**config.mk**
```make
export PLATFORM = sky130hd
export DESIGN_NAME = rc4_keystream_generator_unit
export DESIGN_NICKNAME = d
export VERILOG_FILES = /design/src/hw/rtl/rc4_pkg.sv /design/src/hw/rtl/rc4_keystream_generator_unit.sv /design/src/hw/rtl/rc4_ram.sv /design/src/hw/rtl/rc4_core.sv
export SDC_FILE = /design/constraint.sdc
export NUM_CORES = 2
export LEC_CHECK = 0
export BUFFER_PORTS_ARGS = -buffer_cell sky130_fd_sc_hd__buf_4
export CAP_MARGIN = 20
export CORE_ASPECT_RATIO = 1.1
export CORE_MARGIN = 1
export CORE_UTILIZATION = 55
export CTS_CLUSTER_SIZE = 8
export DETAILED_ROUTE_END_ITERATION = 6
export PLACE_DENSITY = 0.78
export SLEW_MARGIN = 20
export SYNTH_ARGS = -nofsm -noshare
export SYNTH_HDL_FRONTEND = slang
export SYNTH_SLANG_ARGS = --single-unit
```
**constraint.sdc**
```tcl
create_clock -name clk -period 21.9 [get_ports clk]
set_input_delay 3.285 -clock clk [delete_from_list [all_inputs] [get_ports clk]]
set_output_delay 3.285 -clock clk [all_outputs]
set_load 0.01 [all_outputs]
```
**src/hw/rtl/rc4_pkg.sv**
```systemverilog
// Shared types and constants for the RC4 keystream generator.
package rc4_pkg;

	localparam int KEY_DEPTH_DEF = 256;
	localparam int SBOX_DEPTH    = 256;
	localparam int KLEN_W        = 9;
	localparam logic [KLEN_W-1:0] KLEN_RESET = 9'd16;

	localparam logic [1:0] MODE_LOAD   = 2'd0;
	localparam logic [1:0] MODE_SCHED  = 2'd1;
	localparam logic [1:0] MODE_STREAM = 2'd2;

	localparam logic STATUS_OK        = 1'b0;
	localparam logic STATUS_NOT_KEYED = 1'b1;

	localparam int REG_KLEN = 0;

	typedef struct packed {
		logic       valid;
		logic [1:0] mode;
		logic [7:0] key_index;
		logic [7:0] key_byte;
	} cmd_t;

	typedef struct packed {
		logic       valid;
		logic [7:0] stream_byte;
		logic       status;
	} res_t;

endpackage

```
**src/hw/rtl/rc4_keystream_generator_unit.sv**
```systemverilog
// Top level of the RC4 keystream generator: config register, stream ports, output stage.
//
// channel   dir  transfer when              payload
// s_axis    in   s_axis_tvalid & tready      tdata {key_byte, key_index}, tuser mode
// m_axis    out  m_axis_tvalid & tready      tdata stream_byte, tuser status
// apb       in   psel & penable & pwrite     key length register at byte address 0
//
// Key load: a key byte is written to the key store. Keystream byte: 5 single-port S-box accesses.
// Key schedule: a 256-entry S-box fill, then 256 swap steps, bound by the single S-box port.
// Not-keyed request: zero byte. Reset leaves the block not keyed, key length 16.
// A result waits in the output register; the sequencer holds its last step until it drains.
module rc4_keystream_generator_unit #(
	parameter int KEY_DEPTH = rc4_pkg::KEY_DEPTH_DEF
) (
	input  logic        clk,
	input  logic        arst_n,
	input  logic        s_axis_tvalid,
	output logic        s_axis_tready,
	input  logic [15:0] s_axis_tdata,   // [7:0] key_index, [15:8] key_byte
	input  logic [1:0]  s_axis_tuser,   // [1:0] mode
	output logic        m_axis_tvalid,
	input  logic        m_axis_tready,
	output logic [7:0]  m_axis_tdata,   // [7:0] stream_byte
	output logic [0:0]  m_axis_tuser,   // [0] status
	input  logic        psel,
	input  logic        penable,
	input  logic        pwrite,
	input  logic [2:0]  paddr,
	input  logic [31:0] pwdata,
	output logic [31:0] prdata,
	output logic        pready
);

	logic [rc4_pkg::KLEN_W-1:0] klen_q;
	logic [rc4_pkg::KLEN_W-1:0] key_len_eff;
	logic                       cfg_sel;
	logic                       out_valid_q;
	logic [7:0]                 out_byte_q;
	logic                       out_status_q;
	logic                       out_free;
	logic                       core_idle;
	logic                       core_keyed;
	rc4_pkg::cmd_t              cmd;
	rc4_pkg::res_t              res;

	assign cfg_sel = (paddr[2] == 1'(rc4_pkg::REG_KLEN));
	assign pready  = 1'b1;
	assign prdata  = cfg_sel ? {23'd0, klen_q} : 32'd0;

	always_ff @(posedge clk or negedge arst_n) begin
		if (!arst_n) begin
			klen_q <= rc4_pkg::KLEN_RESET;
		end else if (psel && penable && pwrite && pready && cfg_sel) begin
			klen_q <= pwdata[rc4_pkg::KLEN_W-1:0];
		end
	end

	always_comb begin
		priority if (klen_q == '0) begin
			key_len_eff = rc4_pkg::KLEN_W'(1);
		end else if (klen_q > rc4_pkg::KLEN_W'(KEY_DEPTH)) begin
			key_len_eff = rc4_pkg::KLEN_W'(KEY_DEPTH);
		end else begin
			key_len_eff = klen_q;
		end
	end

	assign s_axis_tready = core_idle;
	assign cmd.valid     = s_axis_tvalid && s_axis_tready;
	assign cmd.mode      = s_axis_tuser;
	assign cmd.key_index = s_axis_tdata[7:0];
	assign cmd.key_byte  = s_axis_tdata[15:8];

	assign out_free = !out_valid_q || m_axis_tready;

	always_ff @(posedge clk or negedge arst_n) begin
		if (!arst_n) begin
			out_valid_q <= 1'b0;
		end else if (res.valid) begin
			out_valid_q <= 1'b1;
		end else if (m_axis_tready) begin
			out_valid_q <= 1'b0;
		end
	end

	always_ff @(posedge clk) begin
		if (res.valid) begin
			out_byte_q   <= res.stream_byte;
			out_status_q <= res.status;
		end
	end

	assign m_axis_tvalid   = out_valid_q;
	assign m_axis_tdata    = out_byte_q;
	assign m_axis_tuser[0] = out_status_q;

	rc4_core #(
		.KEY_DEPTH (KEY_DEPTH)
	) u_core (
		.clk      (clk),
		.arst_n   (arst_n),
		.cmd      (cmd),
		.key_len  (key_len_eff),
		.out_free (out_free),
		.idle     (core_idle),
		.keyed    (core_keyed),
		.res      (res)
	);

	// a new result never overwrites one still waiting
	assert property (@(posedge clk) disable iff (!arst_n)
		res.valid |-> (!out_valid_q || m_axis_tready))
		else $error("result loaded over a pending transfer");

	// schedule and keystream requests leave idle on the next cycle
	assert property (@(posedge clk) disable iff (!arst_n)
		(cmd.valid && (cmd.mode == rc4_pkg::MODE_SCHED || cmd.mode == rc4_pkg::MODE_STREAM))
		|=> !core_idle)
		else $error("sequencer did not start on request");

	// a valid keystream byte only comes from a keyed engine
	assert property (@(posedge clk) disable iff (!arst_n)
		(res.valid && res.status == rc4_pkg::STATUS_OK) |-> core_keyed)
		else $error("keystream byte produced before key schedule");

	// not-keyed status carries a zero byte
	assert property (@(posedge clk) disable iff (!arst_n)
		(res.valid && res.status == rc4_pkg::STATUS_NOT_KEYED) |-> (res.stream_byte == 8'd0))
		else $error("not-keyed result with nonzero byte");

endmodule

```
**src/hw/rtl/rc4_ram.sv**
```systemverilog
// Generic single-port RAM with registered read (read-before-write).
module rc4_ram #(
	parameter int WIDTH = 8,
	parameter int DEPTH = 256
) (
	input  logic                                    clk,
	input  logic                                    we,
	input  logic [((DEPTH > 1) ? $clog2(DEPTH) : 1)-1:0] addr,
	input  logic [WIDTH-1:0]                        wdata,
	output logic [WIDTH-1:0]                        rdata
);

	logic [WIDTH-1:0] mem_q [DEPTH];
	logic [WIDTH-1:0] rdata_q;

	always_ff @(posedge clk) begin
		if (we) begin
			mem_q[addr] <= wdata;
		end
		rdata_q <= mem_q[addr];
	end

	assign rdata = rdata_q;

endmodule

```
**src/hw/rtl/rc4_core.sv**
```systemverilog
// RC4 sequencer: key store and S-box memories, key schedule and output step.
module rc4_core #(
	parameter int KEY_DEPTH = rc4_pkg::KEY_DEPTH_DEF
) (
	input  logic                      clk,
	input  logic                      arst_n,
	input  rc4_pkg::cmd_t             cmd,
	input  logic [rc4_pkg::KLEN_W-1:0] key_len,
	input  logic                      out_free,
	output logic                      idle,
	output logic                      keyed,
	output rc4_pkg::res_t             res
);

	localparam int KEY_AW = (KEY_DEPTH > 1) ? $clog2(KEY_DEPTH) : 1;

	localparam logic [3:0] ST_IDLE  = 4'd0;
	localparam logic [3:0] ST_FILL  = 4'd1;
	localparam logic [3:0] ST_KRD   = 4'd2;
	localparam logic [3:0] ST_KACC  = 4'd3;
	localparam logic [3:0] ST_KWK   = 4'd4;
	localparam logic [3:0] ST_KWA   = 4'd5;
	localparam logic [3:0] ST_PRD_I = 4'd6;
	localparam logic [3:0] ST_PRD_J = 4'd7;
	localparam logic [3:0] ST_PRD_T = 4'd8;
	localparam logic [3:0] ST_PWR_I = 4'd9;
	localparam logic [3:0] ST_PWR_J = 4'd10;
	localparam logic [3:0] ST_NKEY  = 4'd11;

	logic [3:0]        state_q;
	logic [7:0]        k_q;
	logic [KEY_AW-1:0] kk_q;
	logic [7:0]        i_q;
	logic [7:0]        j_q;
	logic              keyed_q;
	logic [7:0]        a_q;
	logic [7:0]        b_q;
	logic [7:0]        c_q;
	logic [7:0]        t_q;

	logic              s_we;
	logic [7:0]        s_addr;
	logic [7:0]        s_wdata;
	logic [7:0]        s_rdata;
	logic              k_we;
	logic [KEY_AW-1:0] k_addr;
	logic [7:0]        k_rdata;

	logic [7:0]        acc_nxt;
	logic [7:0]        jp_nxt;
	logic [7:0]        t_nxt;
	logic              kk_wrap;
	logic              key_in_range;

	assign acc_nxt      = j_q + s_rdata + k_rdata;
	assign jp_nxt       = j_q + s_rdata;
	assign t_nxt        = a_q + s_rdata;
	assign kk_wrap      = (rc4_pkg::KLEN_W'(kk_q) + 9'd1) == key_len;
	assign key_in_range = {1'b0, cmd.key_index} < rc4_pkg::KLEN_W'(KEY_DEPTH);

	assign idle  = (state_q == ST_IDLE);
	assign keyed = keyed_q;

	// S-box port
	always_comb begin
		s_we    = 1'b0;
		s_addr  = k_q;
		s_wdata = k_q;
		unique case (state_q)
			ST_FILL: begin
				s_we = 1'b1;
			end
			ST_KACC: begin
				s_addr = acc_nxt;
			end
			ST_KWK: begin
				s_we    = 1'b1;
				s_wdata = s_rdata;
			end
			ST_KWA: begin
				s_we    = 1'b1;
				s_addr  = j_q;
				s_wdata = a_q;
			end
			ST_PRD_I: begin
				s_addr = i_q;
			end
			ST_PRD_J: begin
				s_addr = jp_nxt;
			end
			ST_PRD_T: begin
				s_addr = t_nxt;
			end
			ST_PWR_I: begin
				s_we    = 1'b1;
				s_addr  = i_q;
				s_wdata = b_q;
			end
			ST_PWR_J: begin
				s_we    = 1'b1;
				s_addr  = j_q;
				s_wdata = a_q;
			end
			default: begin
				s_we = 1'b0;
			end
		endcase
	end

	// key store port: loads only while idle, schedule reads otherwise
	always_comb begin
		k_we   = idle && cmd.valid && (cmd.mode == rc4_pkg::MODE_LOAD) && key_in_range;
		k_addr = idle ? cmd.key_index[KEY_AW-1:0] : kk_q;
	end

	always_comb begin
		res.valid       = 1'b0;
		res.stream_byte = 8'd0;
		res.status      = rc4_pkg::STATUS_OK;
		if (state_q == ST_NKEY && out_free) begin
			res.valid  = 1'b1;
			res.status = rc4_pkg::STATUS_NOT_KEYED;
		end else if (state_q == ST_PWR_J && out_free) begin
			res.valid = 1'b1;
			priority if (t_q == j_q) begin
				res.stream_byte = a_q;
			end else if (t_q == i_q) begin
				res.stream_byte = b_q;
			end else begin
				res.stream_byte = c_q;
			end
		end
	end

	always_ff @(posedge clk or negedge arst_n) begin
		if (!arst_n) begin
			state_q <= ST_IDLE;
			k_q     <= 8'd0;
			kk_q    <= '0;
			i_q     <= 8'd0;
			j_q     <= 8'd0;
			keyed_q <= 1'b0;
		end else begin
			unique case (state_q)
				ST_IDLE: begin
					if (cmd.valid) begin
						if (cmd.mode == rc4_pkg::MODE_SCHED) begin
							k_q     <= 8'd0;
							state_q <= ST_FILL;
						end else if (cmd.mode == rc4_pkg::MODE_STREAM) begin
							if (keyed_q) begin
								i_q     <= i_q + 8'd1;
								state_q <= ST_PRD_I;
							end else begin
								state_q <= ST_NKEY;
							end
						end
					end
				end
				ST_FILL: begin
					k_q <= k_q + 8'd1;
					if (k_q == 8'hff) begin
						kk_q    <= '0;
						j_q     <= 8'd0;
						state_q <= ST_KRD;
					end
				end
				ST_KRD: begin
					state_q <= ST_KACC;
				end
				ST_KACC: begin
					j_q     <= acc_nxt;
					state_q <= ST_KWK;
				end
				ST_KWK: begin
					state_q <= ST_KWA;
				end
				ST_KWA: begin
					k_q  <= k_q + 8'd1;
					kk_q <= kk_wrap ? '0 : kk_q + KEY_AW'(1);
					if (k_q == 8'hff) begin
						i_q     <= 8'd0;
						j_q     <= 8'd0;
						keyed_q <= 1'b1;
						state_q <= ST_IDLE;
					end else begin
						state_q <= ST_KRD;
					end
				end
				ST_PRD_I: begin
					state_q <= ST_PRD_J;
				end
				ST_PRD_J: begin
					j_q     <= jp_nxt;
					state_q <= ST_PRD_T;
				end
				ST_PRD_T: begin
					state_q <= ST_PWR_I;
				end
				ST_PWR_I: begin
					state_q <= ST_PWR_J;
				end
				ST_PWR_J: begin
					if (out_free) begin
						state_q <= ST_IDLE;
					end
				end
				ST_NKEY: begin
					if (out_free) begin
						state_q <= ST_IDLE;
					end
				end
				default: begin
					state_q <= ST_IDLE;
				end
			endcase
		end
	end

	// datapath holding registers
	always_ff @(posedge clk) begin
		unique case (state_q)
			ST_KACC, ST_PRD_J: begin
				a_q <= s_rdata;
			end
			ST_PRD_T: begin
				b_q <= s_rdata;
				t_q <= t_nxt;
			end
			ST_PWR_I: begin
				c_q <= s_rdata;
			end
			default: begin
			end
		endcase
	end

	rc4_ram #(
		.WIDTH (8),
		.DEPTH (rc4_pkg::SBOX_DEPTH)
	) u_sbox (
		.clk   (clk),
		.we    (s_we),
		.addr  (s_addr),
		.wdata (s_wdata),
		.rdata (s_rdata)
	);

	rc4_ram #(
		.WIDTH (8),
		.DEPTH (KEY_DEPTH)
	) u_key (
		.clk   (clk),
		.we    (k_we),
		.addr  (k_addr),
		.wdata (cmd.key_byte),
		.rdata (k_rdata)
	);

endmodule
```
==> results.md <==
- Critical Path AT: 9540 ps
- Cell with the biggest individual delay on the critical path: buf_4
- Mapped Cells: 10,100
- Sequential area share after synthesis: 75.04%
- Flip-flop and latch area: 125,700 um^2
- Max-cap check violation count: 0
- Area added between synthesis and finish: 12.27%
- Core Rows: 212
- Count of hold buffers inserted by post-cts repair: 0
- Antenna violations before repair: 16
- Final setup margin: 13,060 ps
- Number of CTS-inserted buffers: 599
- CTS-repair resized insts: 0
- Post-route worst hold slack: 579.5 ps
- Max transition margin: 6.750%
- DRC violation count after routing: 6
- Maximum number of pins on one net before global-route repair: 221
- Effective utilization at floorplan: 55.26%
- Full die area: 306,900 um^2
- Final setup TNS: 0 ps
- Height of the die: 580.9 um
- Number of synthesized register bits: 4,200
- Failing checks: DRC
- Class of the worst hold path: register to register
- Maximum buffer depth of the clock tree: 4
- Core outline area: 303,200 um^2
- Total I/O pin count: 104
- Final clock period utilization by the worst path: 40.36%
- Number of flops mapped to enable cells by yosys: 4,137
- CTS tree: built
- Synthesis Warnings: 0
- Transition time at the pin with the least slew margin: 1399 ps
- Most common cell after layout, fill and taps aside: edfxtp_1
- Most frequent cell on the critical path: buf_4
- Combined global-route utilization of all metal layers: 28.71%
- FFs w/ async S/R, synth: 1.119%
- Initial DRC Count: 15,370
- Maximum operating frequency: 113.1 MHz
- Distinct cells, synth: 93
- Inst Count DP: 13,770
- CP cell instances: ha_1, fa_1, fa_1, mux2i_1, a2bb2oi_1, o2111ai_4, buf_4, buf_12, buf_4, buf_4, buf_4, mux2i_1, a32oi_1, and3_1, a211oi_1, o2111ai_1, nand3b_1, o31ai_1, mux2i_1
- HPWL after detailed placement: 242.0 mm
- Biggest fanout along the worst timing path: 122
- Endpoint kind of the worst setup timing path: register
- RSZ-0062 raised after global routing: false
- Final critical-path required period: 8839 ps
- Most used cells in the layout excluding fill and tap cells: edfxtp_1, nand2_1, clkbuf_16
- Number of inserted filler cells in the final layout: 19,570
- Post-detailed-route via-to-cell ratio: 6.789
- Placer congestion estimate: 0.8925
- Non-filler cells in the finished layout: 14,520
- Clock transition at the register clock pins on the worst setup and hold paths after CTS: 50 ps
- Number of pins exceeding their max-slew limit in the final report: 0
- Number of global-route vias before repair: 99,020
- Avg Cell Area, Syn: 16.60 um^2
- Wire length of the first global-routing pass: 648.2 mm
- Post-detailed-routing wire length: 450.9 mm
- Post-synth design cell area: 167,600 um^2
- Required time of the critical path: 22,600 ps
- Total count of hold-check failures in the final report: 0
- Main flop type after synthesis: edfxtp_1
- Root buffer selected by CTS: clkbuf_16
- Overflow left after global routing: 0
- Number of port buffers: 54
- Run status: finished with violations
- Startpoint Class: register
- Fraction of layout instances using a drive strength above 1: 14.69%
- Latest clock arrival within the worst-skew pair: 960 ps
- Area occupied by multi-input gates: 38,810 um^2
- Critical Path Max Stage Delay: 850 ps
- Die outline width: 528.3 um
- Antenna-violating nets left: 0
- Via count: 98,580
- Total Nets Final: 10,400
- Clock sink total: 4,200
- Maximum clock skew at final layout: 76.73 ps
- Count of endpoints failing setup in the final report: 0
- Depth of the CTS H-tree: 6
- Post-place setup slack: 13,120 ps
- Router iterations before antenna repair: 7
- Post-DR wirelength/cell: 31.05 um
- Setup Fix Bufs, Post-CTS: 0
- Worst setup path class: register to register
[worst max-delay path: cells and delay by family, from the launching register on]
kind | cells | cell delay, ps
and+or+nand+nor | 2 | 730
AOI/OAI and AO/OA | 6 | 1570
DFF | 1 | 520
muxes | 3 | 810
adders and majority gates | 3 | 1310
buffers and inverters | 5 | 3370
[per-layer routing]
layer	up-vias	GRT usage [%]	wire length [um]
met1	49400	36.63	151600
li1	39560	-	-
met5	-	0	116
met3	1496	8.178	60320
met4	16	14.75	24760
met2	8111	45.05	214100
[cells by family after synthesis]
| kind of cell | count (synthesis) | share of synthesized area [%] |
|---|---|---|
| adder cells (fa/ha/maj) | 28 | 0.2225 |
| AND/OR/NAND/NOR | 3153 | 8.122 |
| multiplexers | 1035 | 10.28 |
| XOR/XNOR | 42 | 0.2195 |
| other | 2 | 0.004482 |
| buffers and inverters | 679 | 2.086 |
| flip-flops | 4200 | 75.04 |
| AO/OA/AOI/OAI | 956 | 4.032 |
[flip-flops by register name, summed over array words and instances, names as in the netlist]
| register | count |
|---|---|
| u_core.state_q | 4 |
| u_core.a_q | 8 |
| u_core.j_q | 8 |
| u_core.u_key.rdata | 8 |
| u_core.u_sbox.mem_q | 2048 |
| m_axis_tvalid | 1 |
| u_core.t_q | 8 |
| u_core.i_q | 8 |
| u_core.u_sbox.rdata | 8 |
| m_axis_tuser | 1 |
| m_axis_tdata | 8 |
| u_core.b_q | 8 |
| klen_q | 9 |
| u_core.kk_q | 8 |
| u_core.c_q | 8 |
| u_core.u_key.mem_q | 2048 |
| u_core.k_q | 8 |
| u_core.keyed | 1 |
[Yosys cell counts, types with 18 or more instances]
master	instances	area [um^2]
a211oi_1	85	638.1
a21oi_1	134	670.6
a22oi_1	41	307.8
a311oi_1	70	613.1
a31oi_1	81	506.7
a32oi_1	72	630.6
and3_1	203	1270
buf_1	43	161.4
buf_2	261	1306
buf_4	89	668.1
buf_6	38	427.9
clkbuf_1	223	837.1
dfrtp_1	46	1151
edfxtp_1	4137	124200
ha_1	25	312.8
inv_1	22	82.58
mux2i_1	475	4755
mux4_2	547	12320
nand2_1	1621	6085
nand2b_1	23	143.9
nand3_1	511	2557
nand4_1	23	143.9
nor2_1	613	2301
nor2b_1	22	137.6
nor3_1	28	140.1
nor4_1	43	269.0
o21ai_0	90	450.4
o21ai_1	19	95.09
o22ai_1	149	932.1
o31ai_1	31	232.7
o41ai_1	18	157.7
xor2_1	26	227.7
[per-stage QoR]
stage,util [%],cell area [um^2]
floorplan,-,167600
global placement,56.64,171700
detailed placement,56.64,171700
CTS,61.98,187900
global route,62.04,188100
finish,62.05,188100
[layout make-up]
type | count | share of cell area (%)
diodes | 15 | 0.01995
clock buffers | 696 | 8.320
clock inverters | 36 | 0.2813
inverters | 25 | 0.04988
multi-input cells | 5238 | 20.63
flip-flops and latches | 4200 | 66.84
well taps | 4066 | 2.704
repair buffers | 245 | 1.157
[worst paths after layout]
kind / startpoint / endpoint / slack, ps / depth (start not counted)
setup / recovery: u_core.u_sbox.rdata[0] / u_core.u_sbox.rdata[1] / 13060 / 19
hold / removal: u_core.keyed / u_core.keyed / 580 / 1
setup reg to reg: u_core.u_sbox.rdata[0] / u_core.u_sbox.rdata[1] / 13060 / 19
hold reg to reg: u_core.keyed / u_core.keyed / 580 / 1
max in group asynchronous: arst_n / u_core.state_q[1] / 19070 / 1
min in group asynchronous: arst_n / u_core.k_q[5] / 2350 / 1
Power is left out: the tool's default activity adds up to more than one toggle a clock period on the data nets, which glitch-free logic cannot reach.
